<file path="config.mk">
export PLATFORM = sky130hd
export DESIGN_NAME = servo_pulse_qualifier_mapper
export DESIGN_NICKNAME = d
export VERILOG_FILES = /design/src/spqm_pkg.sv /design/src/spqm_ctrl.sv /design/src/spqm_dpath.sv /design/src/servo_pulse_qualifier_mapper.sv
export SDC_FILE = /design/constraint.sdc
export NUM_CORES = 1
export LEC_CHECK = 0
export BUFFER_PORTS_ARGS = -buffer_cell sky130_fd_sc_hd__buf_4
export CAP_MARGIN = 10
export CELL_PAD_IN_SITES_DETAIL_PLACEMENT = 2
export CELL_PAD_IN_SITES_GLOBAL_PLACEMENT = 2
export CORE_MARGIN = 4
export CORE_UTILIZATION = 43
export CTS_BUF_LIST = sky130_fd_sc_hd__clkbuf_16
export CTS_CLUSTER_DIAMETER = 80
export CTS_CLUSTER_SIZE = 28
export DETAILED_ROUTE_END_ITERATION = 7
export GPL_TIMING_DRIVEN = 0
export HOLD_SLACK_MARGIN = 0.1
export PLACE_DENSITY = 0.95
export SETUP_SLACK_MARGIN = 0.02
export SLEW_MARGIN = 20
export SYNTH_ARGS = -nofsm -noshare
export SYNTH_HDL_FRONTEND = slang
export SYNTH_SLANG_ARGS = --single-unit
</file>
<file path="constraint.sdc">
create_clock -name i_clk -period 13.1 [get_ports i_clk]
set_clock_uncertainty 0.2 [all_clocks]
set_input_delay 0.655 -clock i_clk [delete_from_list [all_inputs] [get_ports i_clk]]
set_output_delay 0.655 -clock i_clk [all_outputs]
set_load 0.05 [all_outputs]
</file>
<file path="src/spqm_pkg.sv">
package spqm_pkg;

    localparam int unsigned FRAMES_TO_TRUST = 8;

    localparam logic [15:0] PULSE_MIN   = 16'd800;
    localparam logic [15:0] PULSE_MAX   = 16'd2200;
    localparam logic [11:0] LOW_CAL_LIM = 12'd1250;
    localparam logic [11:0] HIGH_DRIFT  = 12'd50;
    localparam logic [7:0]  HIGH_COUNT  = 8'd50;
    localparam logic [6:0]  LOW_COUNT   = 7'd75;
    localparam logic [11:0] CAL_OFFSET  = 12'd25;
    localparam logic [11:0] HIGH_BASE   = 12'd1750;
    localparam logic [11:0] LOW_BASE    = 12'd750;
    localparam logic [10:0] UNI_OUT_LO  = 11'd47;
    localparam logic [10:0] UNI_SPAN    = 11'd2000;
    localparam logic [10:0] UNI_ZERO    = 11'd48;
    localparam logic [10:0] BI_UP_LO    = 11'd1001;
    localparam logic [10:0] BI_UP_SPAN  = 11'd999;
    localparam logic [10:0] BI_DN_SPAN  = 11'd1000;

    localparam int unsigned QUOT_W = 11;
    localparam int unsigned PROD_W = 23;

    // register indexes on the configuration port
    localparam logic [2:0] REG_BIDIR     = 3'd0;
    localparam logic [2:0] REG_INIT_LOW  = 3'd1;
    localparam logic [2:0] REG_INIT_HIGH = 3'd2;
    localparam logic [2:0] REG_NEUTRAL   = 3'd3;
    localparam logic [2:0] REG_MAX_STEP  = 3'd4;
    localparam logic [2:0] REG_MAX_JIT   = 3'd5;

    localparam logic [10:0] RST_INIT_LOW  = 11'd1000;
    localparam logic [11:0] RST_INIT_HIGH = 12'd2000;
    localparam logic [10:0] RST_NEUTRAL   = 11'd1500;
    localparam logic [10:0] RST_MAX_STEP  = 11'd250;
    localparam logic [10:0] RST_MAX_JIT   = 11'd400;

    typedef struct packed {
        logic        bidir;
        logic [10:0] init_low;
        logic [11:0] init_high;
        logic [10:0] neutral;
        logic [10:0] max_step;
        logic [10:0] max_jitter;
        logic        ld_low;
        logic        ld_high;
    } t_cfg;

    typedef struct packed {
        logic capture;
        logic eval;
        logic mul;
        logic div_step;
        logic finish;
    } t_ctl_cmd;

    typedef struct packed {
        logic map_req;
        logic out_hold;
    } t_ctl_stat;

    // (thr - base) / 2 truncated toward zero, saturated to ten bits
    function automatic logic [9:0] code_of(input logic [11:0] thr, input logic [11:0] base);
        logic signed [12:0] diff;
        logic signed [12:0] half;
        logic [9:0]         res;
        diff = $signed({1'b0, thr}) - $signed({1'b0, base});
        half = (diff + $signed({12'd0, diff[12]})) >>> 1;
        if (half > 13'sd511) begin
            res = 10'h1FF;
        end else if (half < -13'sd512) begin
            res = 10'h200;
        end else begin
            res = half[9:0];
        end
        return res;
    endfunction

endpackage

</file>
<file path="src/spqm_ctrl.sv">
module spqm_ctrl
    import spqm_pkg::*;
(
    input  logic      i_clk,
    input  logic      i_rst_n,
    input  logic      i_in_valid,
    output logic      o_in_ready,
    input  t_ctl_stat i_stat,
    output t_ctl_cmd  o_cmd
);

    typedef enum logic [4:0] {
        S_IDLE = 5'b00001,
        S_EVAL = 5'b00010,
        S_MUL  = 5'b00100,
        S_DIV  = 5'b01000,
        S_FIN  = 5'b10000
    } t_state;

    t_state     r_state, n_state;
    logic [3:0] r_cnt, n_cnt;

    // sequencing of one item
    always_comb begin
        n_state = r_state;
        n_cnt   = r_cnt;
        o_cmd   = '0;
        case (r_state)
            S_IDLE: begin
                if (i_in_valid) begin
                    o_cmd.capture = 1'b1;
                    n_state = S_EVAL;
                end
            end
            S_EVAL: begin
                o_cmd.eval = 1'b1;
                n_state = i_stat.map_req ? S_MUL : S_FIN;
            end
            S_MUL: begin
                o_cmd.mul = 1'b1;
                n_cnt = '0;
                n_state = S_DIV;
            end
            S_DIV: begin
                o_cmd.div_step = 1'b1;
                n_cnt = r_cnt + 4'd1;
                if (r_cnt == 4'(QUOT_W - 1)) begin
                    n_state = S_FIN;
                end
            end
            S_FIN: begin
                if (!i_stat.out_hold) begin
                    o_cmd.finish = 1'b1;
                    n_state = S_IDLE;
                end
            end
            default: n_state = S_IDLE;
        endcase
    end

    assign o_in_ready = (r_state == S_IDLE);

    always_ff @(posedge i_clk) begin
        if (!i_rst_n) begin
            r_state <= S_IDLE;
            r_cnt   <= '0;
        end else begin
            r_state <= n_state;
            r_cnt   <= n_cnt;
        end
    end

endmodule

</file>
<file path="src/spqm_dpath.sv">
module spqm_dpath
    import spqm_pkg::*;
(
    input  logic        i_clk,
    input  logic        i_rst_n,
    input  t_cfg        i_cfg,
    input  t_ctl_cmd    i_cmd,
    output t_ctl_stat   o_stat,
    input  logic        i_cmd_bit,
    input  logic [15:0] i_pulse,
    output logic        o_valid,
    input  logic        i_ready,
    output logic [39:0] o_data
);

    // captured item
    logic        r_cmd;
    logic [15:0] r_pulse;

    // block state
    logic [11:0] r_prev, n_prev;
    logic [3:0]  r_steady, n_steady;
    logic [10:0] r_raw;
    logic [10:0] r_out_thr;
    logic        r_cal, n_cal;
    logic        r_hset, n_hset;
    logic [7:0]  r_hsamp, n_hsamp;
    logic [6:0]  r_lsamp, n_lsamp;
    logic [11:0] r_lref, n_lref;
    logic [11:0] r_hthr, n_hthr;
    logic [11:0] r_lthr, n_lthr;

    // per-item flags
    logic r_seen, n_seen, r_clr, n_clr, r_saved, n_saved, r_slew, n_slew, r_map, n_map;

    // mapping operands and divider
    logic [11:0]       n_diff, r_diff;
    logic [10:0]       n_span, r_span;
    logic [11:0]       n_dvs, r_dvs;
    logic [10:0]       n_olo, r_olo;
    logic              n_degen, r_degen;
    logic              r_uni;
    logic [PROD_W-1:0] r_acc;

    // output register
    logic        r_ovalid;
    logic [36:0] r_odata;

    wire [11:0] p12 = r_pulse[11:0];

    // qualification and calibration of one pulse
    always_comb begin
        logic        in_rng;
        logic [11:0] jit;
        logic [11:0] lhr;
        logic [11:0] d;
        logic [14:0] avg;
        logic [11:0] lo, hi, x;
        n_prev = r_prev; n_steady = r_steady; n_cal = r_cal; n_hset = r_hset;
        n_hsamp = r_hsamp; n_lsamp = r_lsamp; n_lref = r_lref;
        n_hthr = r_hthr; n_lthr = r_lthr;
        n_seen = 1'b0; n_clr = 1'b0; n_saved = 1'b0; n_slew = 1'b1; n_map = 1'b0;
        in_rng = 1'b0; jit = '0; lhr = '0; d = '0; avg = '0;
        if (r_cmd) begin
            if (!r_hset) begin
                n_cal = 1'b1;
            end
            n_slew = 1'b0;
        end else begin
            in_rng = (r_pulse > PULSE_MIN) && (r_pulse < PULSE_MAX);
            if (in_rng) begin
                jit = (p12 > r_prev) ? p12 - r_prev : r_prev - p12;
                n_prev = p12;
                if (jit > {1'b0, i_cfg.max_jitter}) begin
                    n_steady = '0;
                end else if (r_steady < 4'(FRAMES_TO_TRUST)) begin
                    n_steady = r_steady + 4'd1;
                end
                if (n_steady < 4'(FRAMES_TO_TRUST)) begin
                    n_clr  = 1'b1;
                    n_slew = 1'b0;
                end else begin
                    n_seen = 1'b1;
                end
            end else begin
                n_steady = '0;
                n_clr    = 1'b1;
            end
            if (n_seen) begin
                if (r_cal) begin
                    if (!r_hset) begin
                        lhr = (r_hsamp == '0) ? p12 : r_lref;
                        n_hsamp = r_hsamp + 8'd1;
                        d = (lhr > r_hthr) ? lhr - r_hthr : r_hthr - lhr;
                        if (d > HIGH_DRIFT) begin
                            n_cal = 1'b0;
                        end else begin
                            avg = 15'd7 * {3'd0, r_hthr} + {3'd0, p12};
                            n_hthr = avg[14:3];
                            if (n_hsamp > HIGH_COUNT) begin
                                n_hthr = n_hthr - CAL_OFFSET;
                                n_hset = 1'b1;
                            end
                        end
                        n_lref = n_hthr;
                    end
                    if (n_hset) begin
                        if (p12 < LOW_CAL_LIM) begin
                            n_lsamp = r_lsamp + 7'd1;
                            avg = 15'd7 * {3'd0, r_lthr} + {3'd0, p12};
                            n_lthr = avg[14:3];
                        end
                        if (n_lsamp > LOW_COUNT) begin
                            n_lthr  = n_lthr + CAL_OFFSET;
                            n_cal   = 1'b0;
                            n_lsamp = '0;
                            n_saved = 1'b1;
                        end
                    end
                end else begin
                    n_map = 1'b1;
                end
            end
        end
        // mapping bounds from the current thresholds
        if (i_cfg.bidir) begin
            if (p12 <= {1'b0, i_cfg.neutral}) begin
                lo = r_lthr; hi = {1'b0, i_cfg.neutral};
                n_olo = '0; n_span = BI_DN_SPAN;
            end else begin
                lo = {1'b0, i_cfg.neutral} + 12'd1; hi = r_hthr;
                n_olo = BI_UP_LO; n_span = BI_UP_SPAN;
            end
        end else begin
            lo = r_lthr; hi = r_hthr;
            n_olo = UNI_OUT_LO; n_span = UNI_SPAN;
        end
        n_degen = (hi <= lo);
        x = p12;
        if (x < lo) x = lo;
        if (x > hi) x = hi;
        n_diff = x - lo;
        n_dvs  = hi - lo;
    end

    assign o_stat.map_req  = n_map;
    assign o_stat.out_hold = r_ovalid && !i_ready;

    // restoring divide step
    logic [12:0] div_t;
    logic [12:0] div_r;
    logic        div_b;
    always_comb begin
        div_t = r_acc[PROD_W-1:QUOT_W-1];
        div_b = (div_t >= {1'b0, r_dvs});
        div_r = div_b ? div_t - {1'b0, r_dvs} : div_t;
    end

    // raw throttle and slew toward it
    logic [10:0] map_raw, raw_use, slew_out;
    always_comb begin
        logic signed [12:0] dr;
        logic signed [12:0] st;
        map_raw = r_degen ? r_olo : r_acc[QUOT_W-1:0] + r_olo;
        if (r_uni && map_raw <= UNI_ZERO) map_raw = '0;
        raw_use = r_map ? map_raw : r_raw;
        dr = $signed({2'b00, raw_use}) - $signed({2'b00, r_out_thr});
        st = $signed({2'b00, i_cfg.max_step});
        if (dr > st) begin
            slew_out = r_out_thr + i_cfg.max_step;
        end else if (-dr > st) begin
            slew_out = r_out_thr - i_cfg.max_step;
        end else begin
            slew_out = raw_use;
        end
        if (!r_slew) slew_out = r_out_thr;
    end

    // payload and operand registers
    always_ff @(posedge i_clk) begin
        if (i_cmd.capture) begin
            r_cmd   <= i_cmd_bit;
            r_pulse <= i_pulse;
        end
        if (i_cmd.eval) begin
            r_seen <= n_seen; r_clr <= n_clr; r_saved <= n_saved;
            r_slew <= n_slew; r_map <= n_map;
            r_diff <= n_diff; r_span <= n_span; r_dvs <= n_dvs;
            r_olo <= n_olo; r_degen <= n_degen; r_uni <= !i_cfg.bidir;
        end
        if (i_cmd.mul) begin
            r_acc <= {11'd0, r_diff} * {12'd0, r_span};
        end else if (i_cmd.div_step) begin
            r_acc <= {div_r[11:0], r_acc[QUOT_W-2:0], div_b};
        end
        if (i_cmd.finish) begin
            r_odata <= {code_of(r_lthr, LOW_BASE), code_of(r_hthr, HIGH_BASE), r_saved,
                        r_hset, r_cal, r_clr, r_seen,
                        (r_steady >= 4'(FRAMES_TO_TRUST)), slew_out};
        end
    end

    // block state
    always_ff @(posedge i_clk) begin
        if (!i_rst_n) begin
            r_prev <= '0; r_steady <= '0; r_raw <= '0; r_out_thr <= '0;
            r_cal <= 1'b0; r_hset <= 1'b0; r_hsamp <= '0; r_lsamp <= '0;
            r_lref <= '0; r_hthr <= RST_INIT_HIGH; r_lthr <= {1'b0, RST_INIT_LOW};
            r_ovalid <= 1'b0;
        end else begin
            if (i_cmd.eval) begin
                r_prev <= n_prev; r_steady <= n_steady; r_cal <= n_cal;
                r_hset <= n_hset; r_hsamp <= n_hsamp; r_lsamp <= n_lsamp;
                r_lref <= n_lref; r_hthr <= n_hthr; r_lthr <= n_lthr;
            end else begin
                if (i_cfg.ld_low)  r_lthr <= {1'b0, i_cfg.init_low};
                if (i_cfg.ld_high) r_hthr <= i_cfg.init_high;
            end
            if (i_cmd.finish) begin
                if (r_map) r_raw <= map_raw;
                r_out_thr <= slew_out;
                r_ovalid  <= 1'b1;
            end else if (i_ready) begin
                r_ovalid <= 1'b0;
            end
        end
    end

    assign o_valid = r_ovalid;
    assign o_data  = {3'b000, r_odata};

endmodule

</file>
<file path="src/servo_pulse_qualifier_mapper.sv">
// channel   | dir | handshake            | payload
// s stream  | in  | i_s_tvalid/o_s_tready | tuser: cmd; tdata: pulse_width
// m stream  | out | o_m_tvalid/i_m_tready | tdata: throttle, flags, codes
// apb       | in  | psel/penable/pready   | six registers at byte address 4*i
//
// an item runs capture, evaluate and finish when no mapping is needed, and when it is mapped:
// capture, evaluate, multiply, 11 steps of the restoring divider, finish.
// reset is synchronous and active low; thresholds come back to their register values.
// a result waits in the output register; a new item is taken meanwhile and its
// finish step holds until that register is free.
module servo_pulse_qualifier_mapper
    import spqm_pkg::*;
(
    input  logic        i_clk,
    input  logic        i_rst_n,
    input  logic        i_s_tvalid,
    output logic        o_s_tready,
    input  logic [15:0] i_s_tdata,   // pulse_width[15:0]
    input  logic        i_s_tuser,   // cmd
    output logic        o_m_tvalid,
    input  logic        i_m_tready,
    // throttle[10:0], trusted[11], signal_seen[12], clear_zero_count[13],
    // calibrating[14], high_done[15], calib_saved[16], high_code[26:17], low_code[36:27]
    output logic [39:0] o_m_tdata,
    input  logic        psel,
    input  logic        penable,
    input  logic        pwrite,
    input  logic [4:0]  paddr,
    input  logic [31:0] pwdata,
    output logic [31:0] prdata,
    output logic        pready
);

    t_cfg      cfg;
    t_ctl_cmd  cmd;
    t_ctl_stat stat;

    logic        r_bidir;
    logic [10:0] r_init_low;
    logic [11:0] r_init_high;
    logic [10:0] r_neutral;
    logic [10:0] r_max_step;
    logic [10:0] r_max_jit;

    wire       wr  = psel && penable && pwrite;
    wire [2:0] idx = paddr[4:2];

    // configuration registers
    always_ff @(posedge i_clk) begin
        if (!i_rst_n) begin
            r_bidir     <= 1'b0;
            r_init_low  <= RST_INIT_LOW;
            r_init_high <= RST_INIT_HIGH;
            r_neutral   <= RST_NEUTRAL;
            r_max_step  <= RST_MAX_STEP;
            r_max_jit   <= RST_MAX_JIT;
        end else if (wr) begin
            case (idx)
                REG_BIDIR:     r_bidir     <= pwdata[0];
                REG_INIT_LOW:  r_init_low  <= pwdata[10:0];
                REG_INIT_HIGH: r_init_high <= pwdata[11:0];
                REG_NEUTRAL:   r_neutral   <= pwdata[10:0];
                REG_MAX_STEP:  r_max_step  <= pwdata[10:0];
                REG_MAX_JIT:   r_max_jit   <= pwdata[10:0];
                default: ;
            endcase
        end
    end

    // register read back
    always_comb begin
        case (idx)
            REG_BIDIR:     prdata = {31'd0, r_bidir};
            REG_INIT_LOW:  prdata = {21'd0, r_init_low};
            REG_INIT_HIGH: prdata = {20'd0, r_init_high};
            REG_NEUTRAL:   prdata = {21'd0, r_neutral};
            REG_MAX_STEP:  prdata = {21'd0, r_max_step};
            REG_MAX_JIT:   prdata = {21'd0, r_max_jit};
            default:       prdata = '0;
        endcase
    end

    assign pready = 1'b1;

    always_comb begin
        cfg.bidir      = r_bidir;
        cfg.init_low   = pwdata[10:0];
        cfg.init_high  = pwdata[11:0];
        cfg.neutral    = r_neutral;
        cfg.max_step   = r_max_step;
        cfg.max_jitter = r_max_jit;
        cfg.ld_low     = wr && (idx == REG_INIT_LOW);
        cfg.ld_high    = wr && (idx == REG_INIT_HIGH);
    end

    spqm_ctrl u_ctrl (
        .i_clk      (i_clk),
        .i_rst_n    (i_rst_n),
        .i_in_valid (i_s_tvalid),
        .o_in_ready (o_s_tready),
        .i_stat     (stat),
        .o_cmd      (cmd)
    );

    spqm_dpath u_dpath (
        .i_clk     (i_clk),
        .i_rst_n   (i_rst_n),
        .i_cfg     (cfg),
        .i_cmd     (cmd),
        .o_stat    (stat),
        .i_cmd_bit (i_s_tuser),
        .i_pulse   (i_s_tdata),
        .o_valid   (o_m_tvalid),
        .i_ready   (i_m_tready),
        .o_data    (o_m_tdata)
    );

endmodule

</file>
# Word level (Yosys, flattened, before mapping)
# Index checks and enable logic that the tools add are counted.
totals:
  register_bits: 288
  in_bits: 61
  output_inout_bits: 75
classes:
  order_cmp: 24
  n_reduce_logical: 33
  n_addsub: 25
  muxes: 93
  mul: 3
  n_eq_ne: 20
  n_bitwise: 5
op_table:
  columns: ["cell", "count"]
  rows:
  - ["$mux 12", 30]
  - ["$sub 12x12->12", 7]
  - ["$pmux 12 s6", 1]
  - ["$mux 11", 6]
  - ["$mux 23", 2]
  - ["$mux 7", 6]
  - ["$gt 12x12->1", 3]
  - ["$mux 1", 33]
  - ["$add 15x12->15", 2]
  - ["$mul 3x12->15 const A", 2]
  - ["$mux 10", 3]
  - ["$add 13x2->13", 2]
  - ["$gt 13x12->1", 2]
  - ["$pmux 5 s5", 1]
  - ["$gt 12x10->1 const B", 2]
  - ["$lt 12x10->1 const B", 2]
  - ["$mux 4", 6]
  - ["$mul 12x11->23", 1]
  - ["$add 11x11->11", 2]
  - ["$mux 5", 4]
  - ["$reduce_and 5->1", 4]
  - ["$gt 16x10->1 const B", 1]
  - ["$lt 16x12->1 const B", 1]
  - ["$reduce_and 2->1", 7]
  - ["other kinds (44)", 73]

# Logic depth before layout (Yosys ltp)
depth:
  depth_word: 23
  mapped_depth: 48
  ltp_nobuf: 43

# Cells and area by module
# A second synthesis with hierarchy kept.
unflattened:
  cells_unflattened: 3192
  area_unflattened_um2: 27804.2
modules_own_cells:
  columns: ["module", "cells_each", "n_inst", "area_per_inst_um2"]
  rows:
  - ["spqm_dpath", 2814, 1, 24369.6]
  - ["servo_pulse_qualifier_mapper", 303, 1, 2783.9]
  - ["spqm_ctrl", 75, 1, 650.6]

# Worst setup path before layout
# Ideal clock, no wire load.
synth_timing:
  path_kind: "reg2reg"
  from: "reg r_neutral[1]"
  to: "reg u_dpath.r_diff[10] (data pin)"
  synth_period_minus_slack_ns: 7.722
  path_stages_with_launch: 44
  setup_slack_ns: 5.378
  arrival_ns: 7.265
  required_ns: 12.642
  cell_sequence: "dfxtp_1 clkbuf_1 inv_1 ha_1 nor2b_1 o21a_1 o21ai_0 a211oi_1 o21ai_0 or2_2 clkbuf_1 inv_2 mux2_2 inv_1 ha_1 a21o_1 a21o_1 a21oi_1 (+8 left out) or2_2 nor2_1 o22a_1 clkbuf_1 mux2_2 ha_1 fa_1 nor2b_1 o21ai_0 nand2b_1 and2_1 o21ai_0 nand2b_1 a21o_1 a21o_1 a21o_1 a21oi_1 xnor2_1"
synth_via:
  elab_chain_len: 8
  elab_cells_between_ends: 11
  classes_between: "add/sub (2); order compare (3); mux (6)"
synth_rtl:
  columns: ["item", "line", "source"]
  rows:
  - ["from (decl)", "servo_pulse_qualifier_mapper.sv:41", "logic [10:0] r_neutral;"]
  - ["from (signal assigned)", "servo_pulse_qualifier_mapper.sv:62", "REG_NEUTRAL: r_neutral <= pwdata[10:0];"]
  - ["$add 11x1->12 or $le 12x11->1 (tied branches)", "spqm_dpath.sv:131, spqm_dpath.sv:127", null]
  - ["$mux 12", "spqm_dpath.sv:127", "if (p12 <= {1'b0, i_cfg.neutral}) begin"]
  - ["$mux 12", "spqm_dpath.sv:126", "if (i_cfg.bidir) begin"]
  - ["$lt 12x12->1", "spqm_dpath.sv:140", "if (x < lo) x = lo;"]
  - ["$mux 12", "spqm_dpath.sv:140", null]
  - ["$gt 12x12->1", "spqm_dpath.sv:141", "if (x > hi) x = hi;"]
  - ["$mux 12", "spqm_dpath.sv:141", null]
  - ["$sub 12x12->12 *", "spqm_dpath.sv:142", "n_diff = x - lo;"]
  - ["named net u_dpath.n_diff[10]", "spqm_dpath.sv:37", "logic [11:0] n_diff, r_diff;"]
  - ["to (signal assigned)", "spqm_dpath.sv:188", "r_diff <= n_diff; r_span <= n_span; r_dvs <= n_dvs;"]
  - ["to (decl)", "spqm_dpath.sv:37", null]
# Mark *: on every way through the listed nets, which the timed path passes. The rest lies on a longest branch.
# A chain may end at the register's enable or synchronous reset.

# Worst setup path after layout
layout_timing:
  from: "reg r_neutral[1]"
  to: "reg u_dpath.r_diff[9] (data pin)"
# Same word-level chain as after synthesis.

==> results.json <==
{
  "chipWidth_microns": 261,
  "period_needed_ns": 11.52,
  "maxSlewViolCount": 0,
  "yosys-top-cells-count": "324 x ha_1, 302 x inv_1, 301 x nand2_1, 255 x nor2_1, 240 x a21oi_1",
  "path_max_fanout": 10,
  "comb_power_share_pct": 44.4,
  "r2r_cells": 45,
  "syn2layout_area_growth_pct": 10.9,
  "worst_slew_pin_slew_ns": 1.19,
  "setup_viol_count_final": 0,
  "synth_top_area_share_pct": 14.7,
  "drtIter0Drc": 2604,
  "grtUsageTotal_pct": 41.9,
  "synthFlopType": "dfxtp_1",
  "cts_tree": "done",
  "num_io_pins": 136,
  "synth_area_leaders": "ha_1 15%, edfxtp_1 12%, dfxtp_1 11%",
  "clockBufferDepth": 3,
  "path_common_cell": "o21ai_0",
  "clk_latency_ns": 0.61,
  "place_inst": 4164,
  "p_int_uw": 1850,
  "grt_pass1_wl_microns": 216000,
  "p_switching_uw": 1490,
  "arrival_ns": 11.65,
  "fin_tns_setup_ns": 0,
  "min_to": "r_init_high[11]",
  "rsz0062_at_grt": "no",
  "hold_start": "pwdata[11]",
  "r2r_start": "r_neutral[1]",
  "grt_max_degree": 47,
  "row_count": 92,
  "whs_ns": 0.184,
  "antenna_found_initial": 9,
  "ys_warn_count": 0,
  "vias": 28800,
  "seqPwrFrac_pct": 27.8,
  "cp-end-kind": "register",
  "yosys.cell_count.top_type": "ha_1",
  "drc": 0,
  "r2r_end": "u_dpath.r_diff[9]",
  "place_congestion": 0.957,
  "cts_buffers": 25,
  "critPathLaunchType": "register",
  "dp_hpwl_microns": 94600,
  "drive_above_1_share_pct": 7.31,
  "synth_seq_cells": 271,
  "io_buffers": 87,
  "r2r_setup_slack_ns": 1.58,
  "cts-root-buf": "clkbuf_16",
  "hp-class": "input pin to register",
  "slew_headroom_pct": 20.9,
  "synth_enable_flop_cells": 113,
  "hold_viol_final": 0,
  "power.density_mw_per_mm2": 109,
  "irDropWorstVdd_mv": 0.0918,
  "fin_nets": 3889,
  "yosysSeqAreaShare_pct": 23.8,
  "post-cts-setup-buffers": 0,
  "cap_violations": 0,
  "grt_pass1_vias": 32900,
  "viasPerCell": 6.82,
  "setup_slack_ns": 1.58,
  "status": "completed",
  "drtPass1Iterations": 6,
  "period_share_pct": 88.0,
  "die_h_microns": 261,
  "netSwitchingFraction_pct": 44.7,
  "dp_slack_ns": 2.96,
  "p_leak_uw": 0.0131,
  "fmax_mhz": 86.8,
  "cts_sinks": 271,
  "antenna_left": 0,
  "cts_resized": 0,
  "syn_area_sq_mm": 0.0275,
  "wl_per_cell_microns": 34.8,
  "clkSlewWorstSetupHoldPaths_ns": 0.10,
  "critPathMaxStageDelay_ns": 0.58,
  "syn_inst": 3208,
  "cp_slowest_cell": "buf_1",
  "pwr-share-clk_pct": 27.8,
  "synth_area_per_cell_sq_um": 8.57,
  "yosys.area.top_type": "ha_1",
  "crit_type": "register to register",
  "core-area_sq_mm": 0.0632,
  "htree_levels": 1,
  "holdPathStages": 3,
  "initial_utilization_pct": 43.5,
  "ys_types": 106,
  "grt_overflow": 0,
  "die_area_sq_mm": 0.0681,
  "synthArstFlopShare_pct": 0,
  "crit_required_ns": 13.23,
  "cts_hold_buf": 17,
  "fin_cells": 4228,
  "routed_wl_microns": 147000
}
## through the flow
stage	cell area, sq um	power [uW]	utilization, %
6_report	30500	3340	48.3
5_1_grt	30500	3450	48.2
4_1_cts	30500	3280	48.2
3_5_place_dp	29300	2270	46.4
3_3_place_gp	29300	2120	46.4
2_1_floorplan	27600	1820	-
## metal layers
layer | share of wire (%) | vias to the layer above | global-route usage, %
li1 | - | 11500 | -
met2 | 48 | 1846 | 71.7
met1 | 34 | 14400 | 43.2
met4 | 11 | 8 | 36.2
met3 | 7.4 | 1021 | 9.82
met5 | 0.034 | - | 0
## layout by cell type, fill, tap and decap left out, types with 41 or more instances in the layout
cell type    n
ha_1       324
inv_1      302
nand2_1    301
nor2_1     255
a21oi_1    240
dfxtp_1    158
o21ai_0    154
fa_1       142
buf_4      114
edfxtp_1   113
xnor2_1     96
clkbuf_1    88
nand3_1     78
xor2_1      65
mux2i_1     63
a21o_1      57
nor3_1      55
nor2b_1     52
and2_1      51
nand4_1     41
## sequential cells by signal, summed over array words and instances (netlist names), 12 cells and up
| register | count |
|---|---|
| u_dpath.r_lthr | 12 |
| u_dpath.r_prev | 12 |
| u_dpath.r_acc | 23 |
| u_dpath.r_diff | 12 |
| r_init_high | 12 |
| u_dpath.r_pulse | 16 |
| u_dpath.r_hthr | 12 |
| u_dpath.r_dvs | 12 |
| u_dpath.r_lref | 12 |
| u_dpath.r_odata | 37 |
## area by class of cell
type / count / area, sq um
diodes: 2 / 5.00
plain buffers: 146 / 723
clock buffers: 26 / 651
clock inverters: 19 / 330
fillers: 6814 / 32700
inverters: 304 / 1140
multi-input cells: 2509 / 19200
flip-flops and latches: 271 / 6560
well taps: 846 / 1060
repair buffers: 105 / 838
## cell families after synthesis
family / synth area share, %
muxes: 3.23
and+or+nand+nor: 17.6
adders and majority gates: 25.1
DFF: 23.8
buffers and inverters: 6.75
AOI/OAI and AO/OA: 18.3
xor gates and xnor gates: 5.13
other: 0.0273
## critical path: cells and delay by family, from the launching register on
family,cells,cell delay (ns)
adders and majority gates,4,1.28
AOI/OAI and AO/OA,19,4.37
and+or+nand+nor,13,2.34
buffers and inverters,8,2.54
DFF,1,0.39
xor gates and xnor gates,1,0.13
## power by group through the flow
stage / combinational [uW] / sequential [uW] / clock (uW)
2_1_floorplan: 895 / 928 / 0
3_5_place_dp: 1320 / 944 / 0
6_report: 1480 / 929 / 927
3_3_place_gp: 1170 / 942 / 0
4_1_cts: 1440 / 925 / 918
5_1_grt: 1570 / 928 / 954
## how the worst max path moves through the flow
stage / start / endpoint / slack, ns / cells past startpoint
2_1_floorplan: r_neutral[1] / u_dpath.r_diff[10] / 5.38 / 43
6_report: r_neutral[1] / u_dpath.r_diff[9] / 1.58 / 45
3_3_place_gp: r_neutral[1] / u_dpath.r_diff[10] / 3.87 / 45
3_5_place_dp: r_neutral[1] / u_dpath.r_diff[9] / 2.96 / 45
5_1_grt: r_neutral[1] / u_dpath.r_diff[9] / 1.52 / 45
4_1_cts: r_neutral[1] / u_dpath.r_diff[9] / 1.98 / 45
Power figures use the tool's default switching activity.
